===== src/hw/rtl/swrl_pkg.sv =====
`default_nettype none

package swrl_pkg;

   // fixed field widths
   localparam int TIME_W       = 32;
   localparam int ID_W         = 16;
   localparam int RATE_W       = 6;
   localparam int WINDOW_W     = 16;
   localparam int CSR_ADDR_W   = 1;
   localparam int CSR_DATA_W   = 16;

   // results one input beat may cause
   localparam int RESULT_CAP   = 16;
   localparam int RESULT_CNT_W = 5;

   // parameter defaults
   localparam int LOG_DEPTH_DEF  = 16;
   localparam int WAIT_DEPTH_DEF = 16;
   localparam int ID_BITS_DEF    = 16;

   // register indexes
   typedef enum logic [CSR_ADDR_W-1:0] {
      CSR_LIMIT     = 1'b0,
      CSR_WINDOW_MS = 1'b1
   } csr_index_type;

   // input action codes
   localparam logic ACTION_TICK    = 1'b0;
   localparam logic ACTION_REQUEST = 1'b1;

   // result kind codes
   localparam logic KIND_RELEASE = 1'b0;
   localparam logic KIND_REJECT  = 1'b1;

   typedef enum logic [2:0] {
      ST_IDLE,
      ST_EV_ADDR,
      ST_EV_CHK,
      ST_ENQ,
      ST_REL_ADDR,
      ST_REL_CHK,
      ST_FLUSH
   } ctrl_state_type;

   // controller to datapath
   typedef struct packed {
      logic accept;   // latch the input beat, advance the clock on a tick
      logic evict;    // drop the oldest log entry
      logic enqueue;  // write the request into the wait queue
      logic reject;   // stage a reject result
      logic issue;    // release the queue head
      logic flush;    // push the staged result as the final one
   } dp_cmd_type;

   // datapath to controller
   typedef struct packed {
      logic item_req;     // latched beat is a request
      logic log_expired;  // log not empty and its oldest entry is out of window
      logic wait_full;    // wait queue full
      logic release_ok;   // queue not empty, limit allows, result cap not reached
      logic pend_valid;   // a result is staged
      logic out_free;     // output register can take a result this cycle
   } dp_status_type;

endpackage

`default_nettype wire


===== src/hw/rtl/sliding_window_release_limiter_core.sv =====
// Sliding-window release limiter.
// req channel: one beat is either a millisecond tick (tuser = 0) or a new
// request whose id rides in tdata (tuser = 1). Requests queue in a FIFO and
// are released oldest first, at most limit releases in any window of
// window_ms ticks (limit negative = unlimited, 0 = none released).
// rsp channel: one beat per released request (tuser = 0) or per request
// turned away because the queue was full (tuser = 1); tlast marks the final
// result caused by one input beat. A beat causes at most 16 results and may
// cause none.
// csr port: csr_we with csr_addr 0 writes the release limit, 1 writes window_ms.
// Timing: one input beat at a time. After acceptance the controller evicts
// expired log entries, then enqueues or rejects a request, then releases
// queue entries, then flushes the staged result; both loops walk a single
// read port of their RAM. A reject is staged before any release of its beat.
// Reset clears the clock, the log and the queue and both registers; RAM
// contents are not cleared and need no clearing pass.
// A stalled receiver holds the last result in the output register; the
// release loop then waits with the next one staged, no result is lost.
`default_nettype none

module sliding_window_release_limiter_core #(
   parameter int LOG_DEPTH  = swrl_pkg::LOG_DEPTH_DEF,
   parameter int WAIT_DEPTH = swrl_pkg::WAIT_DEPTH_DEF,
   parameter int ID_BITS    = swrl_pkg::ID_BITS_DEF
) (
   input  wire logic                            clock,
   input  wire logic                            reset,
   // input beats
   input  wire logic                            req_tvalid,
   output logic                                 req_tready,
   input  wire logic [swrl_pkg::ID_W-1:0]       req_tdata,  // [15:0] request_id
   input  wire logic                            req_tuser,  // [0] action
   // results
   output logic                                 rsp_tvalid,
   input  wire logic                            rsp_tready,
   output logic      [swrl_pkg::ID_W-1:0]       rsp_tdata,  // [15:0] released_id
   output logic                                 rsp_tuser,  // [0] kind
   output logic                                 rsp_tlast,
   // configuration writes
   input  wire logic                            csr_we,
   input  wire logic [swrl_pkg::CSR_ADDR_W-1:0] csr_addr,
   input  wire logic [swrl_pkg::CSR_DATA_W-1:0] csr_wdata
);

   swrl_pkg::dp_cmd_type    cmd;
   swrl_pkg::dp_status_type sts;

   swrl_ctrl u_ctrl (
      .clock      (clock),
      .reset      (reset),
      .req_tvalid (req_tvalid),
      .req_tready (req_tready),
      .sts        (sts),
      .cmd        (cmd)
   );

   swrl_datapath #(
      .LOG_DEPTH  (LOG_DEPTH),
      .WAIT_DEPTH (WAIT_DEPTH),
      .ID_BITS    (ID_BITS)
   ) u_datapath (
      .clock      (clock),
      .reset      (reset),
      .req_tdata  (req_tdata),
      .req_tuser  (req_tuser),
      .csr_we     (csr_we),
      .csr_addr   (csr_addr),
      .csr_wdata  (csr_wdata),
      .cmd        (cmd),
      .sts        (sts),
      .rsp_tvalid (rsp_tvalid),
      .rsp_tready (rsp_tready),
      .rsp_tdata  (rsp_tdata),
      .rsp_tuser  (rsp_tuser),
      .rsp_tlast  (rsp_tlast)
   );

   // no result may stay staged once the block is ready for a new beat
   a_no_pend_when_ready : assert property (@(posedge clock) disable iff (reset)
      req_tready |-> !sts.pend_valid)
      else $error("staged result left behind at item boundary");

   // a release never overwrites a staged result the output cannot take
   a_issue_has_room : assert property (@(posedge clock) disable iff (reset)
      cmd.issue |-> (sts.release_ok && (!sts.pend_valid || sts.out_free)))
      else $error("release issued without room or permission");

   // rejects happen only on a full queue and only for requests
   a_reject_full : assert property (@(posedge clock) disable iff (reset)
      cmd.reject |-> (sts.wait_full && sts.item_req && !sts.pend_valid))
      else $error("reject without full queue");

   // the final result of an item leaves with tlast on the next cycle
   a_flush_last : assert property (@(posedge clock) disable iff (reset)
      cmd.flush |=> (rsp_tvalid && rsp_tlast))
      else $error("final result not marked last");

endmodule

`default_nettype wire


===== src/hw/rtl/swrl_ram.sv =====
`default_nettype none

module swrl_ram #(
   parameter int WIDTH = 16,
   parameter int DEPTH = 16
) (
   input  wire logic                                       clock,
   input  wire logic                                       wr_en,
   input  wire logic [((DEPTH > 1) ? $clog2(DEPTH) : 1)-1:0] wr_addr,
   input  wire logic [WIDTH-1:0]                           wr_data,
   input  wire logic [((DEPTH > 1) ? $clog2(DEPTH) : 1)-1:0] rd_addr,
   output logic      [WIDTH-1:0]                           rd_data
);

   logic [WIDTH-1:0] mem_ff [DEPTH];
   logic [WIDTH-1:0] rd_data_ff;

   // one write port, one registered read port (read returns old data)
   always_ff @(posedge clock) begin
      if (wr_en) begin
         mem_ff[wr_addr] <= wr_data;
      end
      rd_data_ff <= mem_ff[rd_addr];
   end

   assign rd_data = rd_data_ff;

endmodule

`default_nettype wire


===== src/hw/rtl/swrl_ctrl.sv =====
`default_nettype none

module swrl_ctrl (
   input  wire logic                    clock,
   input  wire logic                    reset,
   input  wire logic                    req_tvalid,
   output logic                         req_tready,
   input  wire swrl_pkg::dp_status_type sts,
   output swrl_pkg::dp_cmd_type         cmd
);

   swrl_pkg::ctrl_state_type state_ff;
   swrl_pkg::ctrl_state_type state_in;

   always_ff @(posedge clock) begin
      if (reset) begin
         state_ff <= swrl_pkg::ST_IDLE;
      end else begin
         state_ff <= state_in;
      end
   end

   // next state and commands
   always_comb begin
      state_in   = state_ff;
      cmd        = '0;
      req_tready = 1'b0;
      unique case (state_ff)
         swrl_pkg::ST_IDLE: begin
            req_tready = 1'b1;
            if (req_tvalid) begin
               cmd.accept = 1'b1;
               state_in   = swrl_pkg::ST_EV_ADDR;
            end
         end
         // log head address settles, read data comes next cycle
         swrl_pkg::ST_EV_ADDR: begin
            state_in = swrl_pkg::ST_EV_CHK;
         end
         swrl_pkg::ST_EV_CHK: begin
            if (sts.log_expired) begin
               cmd.evict = 1'b1;
               state_in  = swrl_pkg::ST_EV_ADDR;
            end else begin
               state_in = swrl_pkg::ST_ENQ;
            end
         end
         swrl_pkg::ST_ENQ: begin
            if (sts.item_req) begin
               if (sts.wait_full) begin
                  cmd.reject = 1'b1;
               end else begin
                  cmd.enqueue = 1'b1;
               end
            end
            state_in = swrl_pkg::ST_REL_ADDR;
         end
         // queue head address settles
         swrl_pkg::ST_REL_ADDR: begin
            state_in = swrl_pkg::ST_REL_CHK;
         end
         swrl_pkg::ST_REL_CHK: begin
            if (sts.release_ok) begin
               // a staged result must move out before a new one is staged
               if (!sts.pend_valid || sts.out_free) begin
                  cmd.issue = 1'b1;
                  state_in  = swrl_pkg::ST_REL_ADDR;
               end
            end else begin
               state_in = swrl_pkg::ST_FLUSH;
            end
         end
         swrl_pkg::ST_FLUSH: begin
            if (!sts.pend_valid) begin
               state_in = swrl_pkg::ST_IDLE;
            end else if (sts.out_free) begin
               cmd.flush = 1'b1;
               state_in  = swrl_pkg::ST_IDLE;
            end
         end
         default: begin
            state_in = swrl_pkg::ST_IDLE;
         end
      endcase
   end

endmodule

`default_nettype wire


===== src/hw/rtl/swrl_datapath.sv =====
`default_nettype none

module swrl_datapath #(
   parameter int LOG_DEPTH  = swrl_pkg::LOG_DEPTH_DEF,
   parameter int WAIT_DEPTH = swrl_pkg::WAIT_DEPTH_DEF,
   parameter int ID_BITS    = swrl_pkg::ID_BITS_DEF
) (
   input  wire logic                              clock,
   input  wire logic                              reset,
   input  wire logic [swrl_pkg::ID_W-1:0]         req_tdata,
   input  wire logic                              req_tuser,
   input  wire logic                              csr_we,
   input  wire logic [swrl_pkg::CSR_ADDR_W-1:0]   csr_addr,
   input  wire logic [swrl_pkg::CSR_DATA_W-1:0]   csr_wdata,
   input  wire swrl_pkg::dp_cmd_type              cmd,
   output swrl_pkg::dp_status_type                sts,
   output logic                                   rsp_tvalid,
   input  wire logic                              rsp_tready,
   output logic      [swrl_pkg::ID_W-1:0]         rsp_tdata,
   output logic                                   rsp_tuser,
   output logic                                   rsp_tlast
);

   localparam int LOG_AW  = (LOG_DEPTH > 1) ? $clog2(LOG_DEPTH) : 1;
   localparam int LOG_CW  = $clog2(LOG_DEPTH + 1);
   localparam int WAIT_AW = (WAIT_DEPTH > 1) ? $clog2(WAIT_DEPTH) : 1;
   localparam int WAIT_CW = $clog2(WAIT_DEPTH + 1);
   localparam int LIM_W   = (LOG_CW > swrl_pkg::RATE_W - 1) ? LOG_CW : swrl_pkg::RATE_W - 1;

   // configuration
   logic [swrl_pkg::RATE_W-1:0]     rate_ff;
   logic [swrl_pkg::WINDOW_W-1:0]   window_ff;

   // clock, log and queue pointers
   logic [swrl_pkg::TIME_W-1:0]     time_ff,       time_in;
   logic [LOG_AW-1:0]               log_head_ff,   log_head_in;
   logic [LOG_CW-1:0]               log_count_ff,  log_count_in;
   logic [WAIT_AW-1:0]              wait_head_ff,  wait_head_in;
   logic [WAIT_CW-1:0]              wait_count_ff, wait_count_in;
   logic [swrl_pkg::RESULT_CNT_W-1:0] n_ff,        n_in;

   // latched input beat
   logic                            item_req_ff;
   logic [ID_BITS-1:0]              item_id_ff;

   // staged result and output register
   logic                            pend_valid_ff, pend_valid_in;
   logic                            pend_kind_ff;
   logic [ID_BITS-1:0]              pend_id_ff;
   logic                            out_valid_ff,  out_valid_in;
   logic                            out_kind_ff;
   logic [swrl_pkg::ID_W-1:0]       out_id_ff;
   logic                            out_last_ff;

   // memory ports
   logic [swrl_pkg::TIME_W-1:0]     log_rd_data;
   logic [LOG_AW-1:0]               log_wr_addr;
   logic [ID_BITS-1:0]              wait_rd_data;
   logic [WAIT_AW-1:0]              wait_tail;

   logic [LOG_AW-1:0]               log_head_next;
   logic [WAIT_AW-1:0]              wait_head_next;
   logic [LOG_CW:0]                 log_sum;
   logic [LOG_CW:0]                 log_tail_wide;
   logic [WAIT_CW:0]                wait_sum;
   logic [WAIT_CW:0]                wait_tail_wide;
   logic                            log_full;
   logic [swrl_pkg::TIME_W-1:0]     age;
   logic [LIM_W-1:0]                limit_raw;
   logic [LIM_W-1:0]                limit_cap;
   logic                            may_release;
   logic                            out_free;
   logic                            push;

   // configuration writes
   always_ff @(posedge clock) begin
      if (reset) begin
         rate_ff   <= '0;
         window_ff <= '0;
      end else if (csr_we) begin
         unique case (swrl_pkg::csr_index_type'(csr_addr))
            swrl_pkg::CSR_LIMIT:     rate_ff   <= csr_wdata[swrl_pkg::RATE_W-1:0];
            swrl_pkg::CSR_WINDOW_MS: window_ff <= csr_wdata[swrl_pkg::WINDOW_W-1:0];
         endcase
      end
   end

   // ring pointer arithmetic
   assign log_head_next  = (log_head_ff == LOG_AW'(LOG_DEPTH - 1)) ? '0 : log_head_ff + 1'b1;
   assign wait_head_next = (wait_head_ff == WAIT_AW'(WAIT_DEPTH - 1)) ? '0
                         : wait_head_ff + 1'b1;

   assign log_sum        = (LOG_CW + 1)'(log_head_ff) + (LOG_CW + 1)'(log_count_ff);
   assign log_tail_wide  = (log_sum >= (LOG_CW + 1)'(LOG_DEPTH))
                         ? log_sum - (LOG_CW + 1)'(LOG_DEPTH) : log_sum;
   assign wait_sum       = (WAIT_CW + 1)'(wait_head_ff) + (WAIT_CW + 1)'(wait_count_ff);
   assign wait_tail_wide = (wait_sum >= (WAIT_CW + 1)'(WAIT_DEPTH))
                         ? wait_sum - (WAIT_CW + 1)'(WAIT_DEPTH) : wait_sum;
   assign wait_tail      = wait_tail_wide[WAIT_AW-1:0];

   // a full log overwrites its oldest entry
   assign log_full    = (log_count_ff == LOG_CW'(LOG_DEPTH));
   assign log_wr_addr = log_full ? log_head_ff : log_tail_wide[LOG_AW-1:0];

   // age of the oldest release, modulo 2^32
   assign age = time_ff - log_rd_data;

   // limit check: negative is unlimited, above log depth acts as log depth
   assign limit_raw   = LIM_W'(rate_ff[swrl_pkg::RATE_W-2:0]);
   assign limit_cap   = (limit_raw > LIM_W'(LOG_DEPTH)) ? LIM_W'(LOG_DEPTH) : limit_raw;
   assign may_release = rate_ff[swrl_pkg::RATE_W-1] || (LIM_W'(log_count_ff) < limit_cap);

   assign out_free = !out_valid_ff || rsp_tready;
   assign push     = (cmd.issue && pend_valid_ff) || cmd.flush;

   // status
   always_comb begin
      sts.item_req    = item_req_ff;
      sts.log_expired = (log_count_ff != '0) && (age >= swrl_pkg::TIME_W'(window_ff));
      sts.wait_full   = (wait_count_ff == WAIT_CW'(WAIT_DEPTH));
      sts.release_ok  = (wait_count_ff != '0) && may_release
                      && (n_ff < swrl_pkg::RESULT_CNT_W'(swrl_pkg::RESULT_CAP));
      sts.pend_valid  = pend_valid_ff;
      sts.out_free    = out_free;
   end

   // next values of the control state
   always_comb begin
      time_in       = time_ff;
      log_head_in   = log_head_ff;
      log_count_in  = log_count_ff;
      wait_head_in  = wait_head_ff;
      wait_count_in = wait_count_ff;
      n_in          = n_ff;
      pend_valid_in = pend_valid_ff;
      out_valid_in  = out_valid_ff;

      if (cmd.accept) begin
         n_in = '0;
         if (req_tuser == swrl_pkg::ACTION_TICK) begin
            time_in = time_ff + 1'b1;
         end
      end
      if (cmd.evict) begin
         log_head_in  = log_head_next;
         log_count_in = log_count_ff - 1'b1;
      end
      if (cmd.enqueue) begin
         wait_count_in = wait_count_ff + 1'b1;
      end
      if (cmd.reject) begin
         pend_valid_in = 1'b1;
         n_in          = n_ff + 1'b1;
      end
      if (cmd.issue) begin
         pend_valid_in = 1'b1;
         n_in          = n_ff + 1'b1;
         wait_head_in  = wait_head_next;
         wait_count_in = wait_count_ff - 1'b1;
         if (log_full) begin
            log_head_in = log_head_next;
         end else begin
            log_count_in = log_count_ff + 1'b1;
         end
      end
      if (cmd.flush) begin
         pend_valid_in = 1'b0;
      end

      // output register
      if (push) begin
         out_valid_in = 1'b1;
      end else if (rsp_tready) begin
         out_valid_in = 1'b0;
      end
   end

   always_ff @(posedge clock) begin
      if (reset) begin
         time_ff       <= '0;
         log_head_ff   <= '0;
         log_count_ff  <= '0;
         wait_head_ff  <= '0;
         wait_count_ff <= '0;
         n_ff          <= '0;
         pend_valid_ff <= 1'b0;
         out_valid_ff  <= 1'b0;
         item_req_ff   <= 1'b0;
      end else begin
         time_ff       <= time_in;
         log_head_ff   <= log_head_in;
         log_count_ff  <= log_count_in;
         wait_head_ff  <= wait_head_in;
         wait_count_ff <= wait_count_in;
         n_ff          <= n_in;
         pend_valid_ff <= pend_valid_in;
         out_valid_ff  <= out_valid_in;
         if (cmd.accept) begin
            item_req_ff <= (req_tuser == swrl_pkg::ACTION_REQUEST);
         end
      end
   end

   // payload registers
   always_ff @(posedge clock) begin
      if (cmd.accept) begin
         item_id_ff <= ID_BITS'(req_tdata);
      end
      if (cmd.reject) begin
         pend_kind_ff <= swrl_pkg::KIND_REJECT;
         pend_id_ff   <= item_id_ff;
      end else if (cmd.issue) begin
         pend_kind_ff <= swrl_pkg::KIND_RELEASE;
         pend_id_ff   <= wait_rd_data;
      end
      if (push) begin
         out_kind_ff <= pend_kind_ff;
         out_id_ff   <= swrl_pkg::ID_W'(pend_id_ff);
         out_last_ff <= cmd.flush;
      end
   end

   // release time log
   swrl_ram #(
      .WIDTH (swrl_pkg::TIME_W),
      .DEPTH (LOG_DEPTH)
   ) u_log_ram (
      .clock   (clock),
      .wr_en   (cmd.issue),
      .wr_addr (log_wr_addr),
      .wr_data (time_ff),
      .rd_addr (log_head_ff),
      .rd_data (log_rd_data)
   );

   // waiting request ids
   swrl_ram #(
      .WIDTH (ID_BITS),
      .DEPTH (WAIT_DEPTH)
   ) u_wait_ram (
      .clock   (clock),
      .wr_en   (cmd.enqueue),
      .wr_addr (wait_tail),
      .wr_data (item_id_ff),
      .rd_addr (wait_head_ff),
      .rd_data (wait_rd_data)
   );

   assign rsp_tvalid = out_valid_ff;
   assign rsp_tdata  = out_id_ff;
   assign rsp_tuser  = out_kind_ff;
   assign rsp_tlast  = out_last_ff;

endmodule

`default_nettype wire

===== config.mk =====
export PLATFORM = sky130hd
export DESIGN_NAME = sliding_window_release_limiter_core
export DESIGN_NICKNAME = d
export VERILOG_FILES = /design/src/hw/rtl/swrl_pkg.sv /design/src/hw/rtl/sliding_window_release_limiter_core.sv /design/src/hw/rtl/swrl_ram.sv /design/src/hw/rtl/swrl_ctrl.sv /design/src/hw/rtl/swrl_datapath.sv
export SDC_FILE = /design/constraint.sdc
export NUM_CORES = 1
export LEC_CHECK = 0
export BUFFER_PORTS_ARGS = -buffer_cell sky130_fd_sc_hd__clkbuf_2
export CAP_MARGIN = 25
export CORE_ASPECT_RATIO = 1.2
export CORE_MARGIN = 2
export CORE_UTILIZATION = 48
export CTS_BUF_LIST = sky130_fd_sc_hd__clkbuf_8
export CTS_CLUSTER_DIAMETER = 150
export DETAILED_ROUTE_END_ITERATION = 8
export PLACE_DENSITY = 0.74
export SKIP_CTS_REPAIR_TIMING = 1
export SYNTH_ARGS = -nofsm -noshare
export SYNTH_HDL_FRONTEND = slang
export SYNTH_HIERARCHICAL = 1
export SYNTH_SLANG_ARGS = --single-unit

===== constraint.sdc =====
create_clock -name clock -period 6.3 [get_ports clock]
set_input_delay 0.945 -clock clock [delete_from_list [all_inputs] [get_ports clock]]
set_output_delay 0.945 -clock clock [all_outputs]
set_load 0.01 [all_outputs]

==> results of run 1 <==
-- per-stage QoR --
stage | instances | utilization (%) | power (W) | hold WS [ns] | worst slack [ns]
final | 3516 | 54.0 | 0.0117 | 0.305 | 0.648
after global routing | 3515 | 54.0 | 0.0121 | 0.267 | 0.188
after CTS | 3513 | 54.0 | 0.0118 | 0.244 | 0.675
after detailed placement | 3241 | 50.5 | 0.00709 | 0.405 | 0.731
after global placement | 3239 | 50.4 | 0.00708 | 0.408 | 0.771
after floorplan | 2191 | - | 0.00703 | 0.400 | 0.820
-- sequential cells by signal, indices dropped and copies added, names as in the netlist, 6 cells and up --
signal and cells:
u_datapath/item_id_ff 16, u_datapath/pend_id_ff 16, u_datapath/rate_ff 6, u_datapath/rsp_tdata 16, u_datapath/time_ff 32, u_datapath/u_log_ram/mem_ff 512, u_datapath/u_log_ram/rd_data 32, u_datapath/u_wait_ram/mem_ff 256
u_datapath/u_wait_ram/rd_data 16, u_datapath/window_ff 16
-- layout by cell type, fill, tap and decap left out, drive strengths merged, types with 56 or more instances in the layout --
| master | n |
|---|---|
| mux4 | 192 |
| nand2 | 148 |
| ha | 66 |
| nor2 | 125 |
| a22oi | 96 |
| inv | 147 |
| a21oi | 83 |
| buf | 56 |
| edfxtp | 818 |
| dfxtp | 132 |
| clkbuf | 219 |
-- layer usage --
metal / vias up / track usage (%) / routed length, um
met5: - / 0 / 0
met2: 775 / 35.7 / 43500
met3: 152 / 3.97 / 5020
met4: 0 / 7.75 / 2220
met1: 10542 / 26.3 / 32900
li1: 9012 / - / -
-- area by class of cell --
type | count | area (um2) | share of cell area [%]
Multi-Input combinational cell | 1069 | 10300 | 24.1
Antenna cell | 2 | 5.00 | 0.0117
Sequential cell | 950 | 27200 | 63.9
Tap cell | 1035 | 1290 | 3.04
Inverter | 74 | 278 | 0.652
Timing Repair Buffer | 114 | 766 | 1.80
Clock buffer | 161 | 2220 | 5.20
Clock inverter | 111 | 559 | 1.31
-- report_power, final --
part | internal, W | switching [W] | leakage [nW] | total (W)
Clock | 0.00242 | 0.00234 | 1.66 | 0.00476
Combinational | 0.0000428 | 0.0000689 | 4.18 | 0.000112
Sequential | 0.00680 | 0.0000432 | 9.24 | 0.00684
-- cell usage after synthesis (5+ instances only) --
cell type / count
a211oi_1: 5
a21o_1: 12
a21oi_1: 80
a22oi_1: 96
a31oi_1: 5
and2_1: 10
and3_1: 16
and4_1: 5
buf_1: 15
buf_2: 20
buf_4: 15
clkbuf_1: 44
dfxtp_1: 132
edfxtp_1: 818
ha_1: 66
inv_1: 73
mux2_2: 17
mux2i_1: 15
mux4_1: 10
mux4_2: 182
nand2_1: 148
nand2b_1: 12
nand3_1: 30
nand3b_1: 7
nand4_1: 13
nor2_1: 124
nor2b_1: 11
nor3_1: 20
nor4_1: 5
o21a_1: 6
o21ai_0: 28
or3_1: 9
xnor2_1: 30
xor2_1: 34
-- worst max path at each step --
stage | startpoint | end | depth (start not counted)
after detailed placement | u_datapath/time_ff[1]$_SDFFE_PP0P_ | u_datapath/log_head_ff[3]$_SDFF_PP0_ | 24
after CTS | u_datapath/time_ff[1]$_SDFFE_PP0P_ | u_datapath/log_head_ff[3]$_SDFF_PP0_ | 24
after global routing | u_datapath/time_ff[1]$_SDFFE_PP0P_ | u_datapath/log_count_ff[2]$_SDFF_PP0_ | 24
final | u_datapath/time_ff[1]$_SDFFE_PP0P_ | u_datapath/log_head_ff[3]$_SDFF_PP0_ | 24
after global placement | u_datapath/time_ff[1]$_SDFFE_PP0P_ | u_datapath/log_head_ff[3]$_SDFF_PP0_ | 24
after floorplan | u_datapath/rate_ff[4]$_SDFFE_PP0P_ | u_datapath/u_log_ram/mem_ff[0][0]$_DFFE_PP_ | 14
-- cells by family after synthesis --
| logic type | after synthesis | synth area share (%) |
|---|---|---|
| AOI/OAI and AO/OA | 281 | 5.06 |
| xor gates and xnor gates | 64 | 1.47 |
| adders and majority gates | 70 | 2.38 |
| buffers and inverters | 172 | 1.99 |
| DFF | 950 | 71.5 |
| muxes | 224 | 12.4 |
| and+or+nand+nor | 430 | 5.28 |
==> key figures, run 1 <==
Synthesis
  – Synth Cell Area: roughly 38000 um2
  – Post-synth cell types: 77
  – Area contributors post-synth: edfxtp_1 (65%), mux4_2 (11%), dfxtp_1 (6.9%)
  – Async S/R FF share, synth: 0%
  – Area share of the leading cell type in the synthesized netlist: 64.5%
  – Post-synth EDFFs: 818
  – Cells after synthesis: 2191
  – Syn_nets: 2300
  – Post-synthesis sequential area ratio: roughly 71%
  – Yosys reg bits: 950
  – Leading area contributor after synthesis: edfxtp_1
  – Top FF cell, synth: edfxtp_1
  – Synthesized area per cell: roughly 17 um2
  – YS warnings: 6

Setup path
  – CP endpoint kind: flop
  – Delay-heaviest family, CP: simple AND/OR/NAND/NOR gates
  – FF-to-FF path depth: 24
  – Reg2reg setup slack: 0.65 ns
  – CP required: 7.03 ns
  – CP max-delay cell: dfxtp_1
  – R2R Path End: u_datapath/log_head_ff[3]$_SDFF_PP0_
  – Critical path's largest stage delay: 0.70 ns
  – FF-to-FF Start: u_datapath/time_ff[1]$_SDFFE_PP0P_
  – Setup crit start kind: flop
  – Setup CP Type: reg -> reg
  – Crit path arrival time: 6.38 ns
  – Worst path most repeated cell: a21oi_1
  – Cells along the critical path: inv_1 > fa_1 > nor2b_4 > o31a_1 > o21bai_4 > and2_1 > o21bai_1 > xor2_1 > ha_1 > and4_1 > nand4_1 > a21oi_1 > a2111oi_0 > nand4_1 > a2111oi_0 > o2111ai_1 > nor3_1 > a21oi_1 > nand2_1 > nor3_1 > a21o_1 > nand2_1 > or3_1 > a21oi_1
  – Worst Path Buf+Inv: 1
  – CP max FO: 20

Routing
  – DRC errors left: 0
  – Routed WL: between 80 and 90 mm
  – Via count: 20481
  – Via-per-instance ratio: 5.83
  – DRT iter0 DRCs: 1770
  – DR WL/cell: 23.8 um
  – First-pass DRT Iterations: 5
  – Number of routed nets with antenna violations: 0

Timing
  – Worst Tran Pin Value: 1.07 ns
  – Timing-limited maximum frequency: 177 MHz
  – Max Clock Skew: approximately 0.043 ns
  – Final setup viols: 0
  – Period utilization: 89.7%
  – Setup TNS: 0 ns
  – Fin. max-slew vios: 0
  – Headroom to the max-slew limit: 28.5%
  – Final hold vios: 0
  – Crit path time final: 5.65 ns
  – RSZ-0062 raised after global routing: no

Min path
  – Hold path startpoint: req_tdata[4]
  – WHS Path Cells: 1
  – Hold WC Path Type: in -> reg
  – Worst Hold Path EP: u_datapath/item_id_ff[4]$_DFFE_PP_

Die
  – Die W: 261 um
  – Die Ht: 312 um
  – CORE AREA: 78900 um2
  – Die ar.: just over 80000 um2
  – Initial core utilization: about half
  – Row count: 113
  – Ports: 59

Run
  – Max-Cap Viols: 0

Global route
  – Remaining Overflow, GRT: 0
  – GRT Util Overall: between 20% and 30%
  – Pin count of the biggest net entering global routing: 105
  – Vias in the first global route: 21050
  – Initial antenna violation count: 1
  – First-pass GRT wire length: between 100 and 150 mm

Place
  – DP Area: 39800 um2
  – DP HPWL: 48.9 mm
  – Final GP Congestion: just over 0.9
  – Port Buffers: 58

Outcome
  – Status: complete, no violations

Power
  – Pleak: 15.1 nW
  – Peak supply drop: 0.000233 V
  – Power per standard cell area: 275 nW/um2

Final layout
  – Share of cells above drive strength 1: roughly 22%
  – Final Cell Area: 42600 um2
  – Nets: around 2500
  – Synth-to-Final Area Change: 11.9%
  – FILL cells: between 6000 and 7000

CTS
  – Worst-path clk slew: 0.06 ns
  – CTS tree: built
  – CTS Buf Count: 147
  – Skew-Pair Late Insertion Delay: around 0.8 ns
  – Clk buf depth: 3
  – Htree depth: 4
  – Clock Tree Root: clkbuf_8
  – CTS Sinks: 950
(Power assumes the default switching activity.)
==> run 2: changes to the inputs <==
--- a/config.mk
+++ b/config.mk
@@ -5,16 +5,16 @@
 export SDC_FILE = /design/constraint.sdc
 export NUM_CORES = 1
 export LEC_CHECK = 0
+export ABC_AREA = 1
 export BUFFER_PORTS_ARGS = -buffer_cell sky130_fd_sc_hd__clkbuf_2
 export CAP_MARGIN = 25
 export CORE_ASPECT_RATIO = 1.2
 export CORE_MARGIN = 2
-export CORE_UTILIZATION = 48
+export CORE_UTILIZATION = 50
 export CTS_BUF_LIST = sky130_fd_sc_hd__clkbuf_8
 export CTS_CLUSTER_DIAMETER = 150
 export DETAILED_ROUTE_END_ITERATION = 8
-export PLACE_DENSITY = 0.74
-export SKIP_CTS_REPAIR_TIMING = 1
+export PLACE_DENSITY = 0.77
 export SYNTH_ARGS = -nofsm -noshare
 export SYNTH_HDL_FRONTEND = slang
 export SYNTH_HIERARCHICAL = 1
==> key figures, run 2 <==
Setup path
  – Critical path's largest stage delay: 0.71 ns (about the same)
  – Worst path most repeated cell: nand2_1
  – CP max FO: 20 (unchanged)
  – CP endpoint kind: flop
  – Crit path arrival time: 5.56 ns (-0.82 ns)
  – FF-to-FF path depth: 30 (+25%)
  – Setup crit start kind: flop
  – Worst setup path startpoint: u_datapath/time_ff[0]$_SDFFE_PP0P_
  – CP Capture Point: u_datapath/log_head_ff[3]$_SDFF_PP0_
  – CP required: 7.02 ns (about the same)
  – CP max-delay cell: dfxtp_1
  – R2R Path End: u_datapath/log_head_ff[3]$_SDFF_PP0_
  – Reg2reg setup slack: 1.46 ns (+0.81 ns)
  – Setup CP Type: reg -> reg
  – FF-to-FF Start: u_datapath/time_ff[0]$_SDFFE_PP0P_

Timing
  – Setup TNS: 0 ns (unchanged)
  – Timing-limited maximum frequency: 207 MHz (+17%)
  – Max Clock Skew: 0.0785 ns (+0.0358 ns)
  – Final hold vios: 0 (unchanged)
  – Headroom to the max-slew limit: 27.2% (-1.3 points)
  – Fin. max-slew vios: 0 (unchanged)
  – Crit path time final: 4.84 ns (-0.811 ns)
  – Worst Tran Pin Value: 1.09 ns (+0.0225 ns)
  – Final setup viols: 0 (unchanged)
  – RSZ-0062 raised after global routing: no
  – Period utilization: 76.8% (-13 points)
  – Hold_ws: 0.280 ns (-0.0252 ns)

Routing
  – DRT iter0 DRCs: 3207 (+81%)
  – Routed WL: 109 mm (+31%)
  – First-pass DRT Iterations: 9 (+4)
  – Via count: 31010 (+51%)
  – Number of routed nets with antenna violations: 0 (unchanged)
  – Via-per-instance ratio: 5.28 (-9.3%)
  – DR WL/cell: 18.6 um (-22%)
  – DRC errors left: 1 (+1)

Global route
  – Pin count of the biggest net entering global routing: 180 (+71%)
  – GRT Util Overall: 24.6% (+3.8 points)
  – Remaining Overflow, GRT: 0 (unchanged)
  – Vias in the first global route: 30225 (+44%)
  – First-pass GRT wire length: 167 mm (+33%)
  – Initial antenna violation count: 2 (+1)

Synthesis
  – Area contributors post-synth: edfxtp_1 (57%), nand2_1 (12%), nand3_1 (7.3%)
  – Synth Cell Area: 43200 um2 (+13%)
  – Synthesized area per cell: 9.56 um2 (-45%)
  – Syn_nets: 4622 (+100%)
  – Simple logic cell fraction of the synthesized area: 22.2% (+17 points)
  – Post-synth cell types: 48 (-38%)
  – Top-count cell post-synth: nand2_1
  – Post-synth EDFFs: 818 (unchanged)
  – Async S/R FF share, synth: 0% (unchanged)
  – Top FF cell, synth: edfxtp_1
  – YS warnings: 6 (unchanged)
  – Post-synthesis sequential area ratio: 63.0% (-8.4 points)
  – Leading area contributor after synthesis: edfxtp_1
  – Yosys reg bits: 950 (unchanged)
  – Largest family of logic cells by synthesized area: simple AND/OR/NAND/NOR gates
  – Multiplexer share of the synthesized area: 0% (-12 points)
  – Adder-cell area share of the yosys netlist: 2.10% (-0.28 points)
  – Synth Area in Compound Gates: 2.05% (-3.0 points)
  – Area share of the leading cell type in the synthesized netlist: 56.9% (-7.6 points)
  – Synth top cells by count: nand2_1 (1403), inv_1 (827), edfxtp_1 (818)
  – Post-synthesis xor/xnor area fraction: 0.670% (-0.80 points)
  – Cells after synthesis: 4513 (+110%)

Final layout
  – Final Cell Area: 47500 um2 (+11%)
  – Largest registers: u_datapath/u_log_ram/mem_ff x512, u_datapath/u_wait_ram/mem_ff x256
  – Share of cells above drive strength 1: 8.10% (-14 points)
  – Post-layout util: 55.3% (+1.3 points)
  – Nets: 4714 (+91%)
  – Reg with most FFs: u_datapath/u_log_ram/mem_ff
  – Most frequent cells in the layout: nand2_1 (1403), inv_1 (883), edfxtp_1 (818)
  – Most common cell after layout, fill and taps aside: nand2_1
  – Synth-to-Final Area Change: 10.1%
  – Largest register FFs: 512 (unchanged)

Power
  – Peak supply drop: 0.000223 V (-4.2%)
  – Pleak: 21.0 nW (+39%)
  – Power per standard cell area: 257 nW/um2 (-6.6%)

CTS
  – Clock Tree Root: clkbuf_8
  – Clk buf depth: 3 (unchanged)
  – Skew-Pair Late Insertion Delay: 0.83 ns (+0.02 ns)
  – Worst-path clk slew: 0.07 ns (about the same)
  – Htree depth: 4 (unchanged)
  – CTS Buf Count: 143 (-2.7%)
  – CTS tree: built
  – CTS Sinks: 950 (unchanged)
  – Post_cts resized: 0
  – Cts-stage hold buffer count: 0
  – Setup Buffers After CTS: 0

Place
  – Port Buffers: 58 (unchanged)
  – DP Area: 44500 um2 (+12%)
  – Final GP Congestion: 0.980 (+5.8%)
  – DP HPWL: 65.4 mm (+34%)

Outcome
  – Failing checks: DRC
  – Status: finished, violations left

Die
  – CORE AREA: 85900 um2 (+8.9%)
  – Initial core utilization: 50.2% (+2.0 points)
  – Die Ht: 326 um (+4.3%)
  – Die W: 272 um (+4.3%)
  – Ports: 59 (unchanged)
  – Die ar.: 88700 um2 (+8.7%)
  – Row count: 118 (+4.4%)

Min path
  – Hold WC Path Type: in -> reg
  – WHS Path Cells: 1 (unchanged)

Run
  – Max-Cap Viols: 0 (unchanged)
## run 2: changes by cell type after synthesis, moves of 25 or more
cell	delta
nand3_1	+598
inv_1	+754
buf_2	+46
o21ai_0	+25
mux4_2	-182
buf_6	+26
nand2_1	+1255
a22oi_1	-96
## run 2: critical path, delay by kind of cell (launching register included)
family,cells,cell delay [ns]
flip-flops,1,0.71
XOR/XNOR,1,0.22
AO/OA/AOI/OAI,3,0.34
buffers and inverters,5,0.57
adder cells (fa/ha/maj),3,0.85
AND/OR/NAND/NOR,18,2.05
## run 2: where the power goes
part | total, W | internal [W] | switching (W) | leakage (nW)
Combinational | 0.000147 | 0.0000518 | 0.0000957 | 10.7
Clock | 0.00516 | 0.00268 | 0.00248 | 1.73
Sequential | 0.00688 | 0.00682 | 0.0000628 | 8.52
Total | 0.0122 | 0.00956 | 0.00264 | 21.0
## run 2: cell type report
class                   instances  area (um2)
fillers                      7231       38400
flip-flops and latches        950       27200
multi-input cells            2542       11800
inverters                     846        3180
clock buffers                 167        2300
well taps                    1140        1430
repair buffers                122         886
clock inverters                99         684
diodes                          2        5.00
## run 2: logic make-up after synthesis
family	after synthesis
AO/OA/AOI/OAI	166
XOR/XNOR	33
adder cells (fa/ha/maj)	70
buffers and inverters	1021
flip-flops	950
AND/OR/NAND/NOR	2273
## run 2: worst min path at each step
stage / start / to
after floorplan: u_datapath/pend_id_ff[0]$_DFFE_PP_ / u_datapath/rsp_tdata[0]$_DFFE_PP_
after global placement: u_datapath/pend_id_ff[9]$_DFFE_PP_ / u_datapath/rsp_tdata[9]$_DFFE_PP_
after detailed placement: u_datapath/pend_id_ff[2]$_DFFE_PP_ / u_datapath/rsp_tdata[2]$_DFFE_PP_
after CTS: req_tdata[9] / u_datapath/item_id_ff[9]$_DFFE_PP_
after global routing: req_tdata[9] / u_datapath/item_id_ff[9]$_DFFE_PP_
final: req_tdata[9] / u_datapath/item_id_ff[9]$_DFFE_PP_
## run 2: routing by layer
layer	vias up	global-route usage [%]	wire [um]
met3	325	3.94	8120
li1	14680	-	-
met5	-	0	0
met2	1401	43.6	55900
met4	0	13.8	5820
met1	14604	28.3	39500
## run 2: through the flow
step                setup WS, ns  cells  total power [W]
finish                      1.46   5868           0.0122
global route               0.865   5868           0.0125
CTS                         1.46   5863           0.0123
detailed placement          1.49   5597          0.00716
global placement            1.63   5593          0.00716
floorplan                   2.47   4513          0.00709
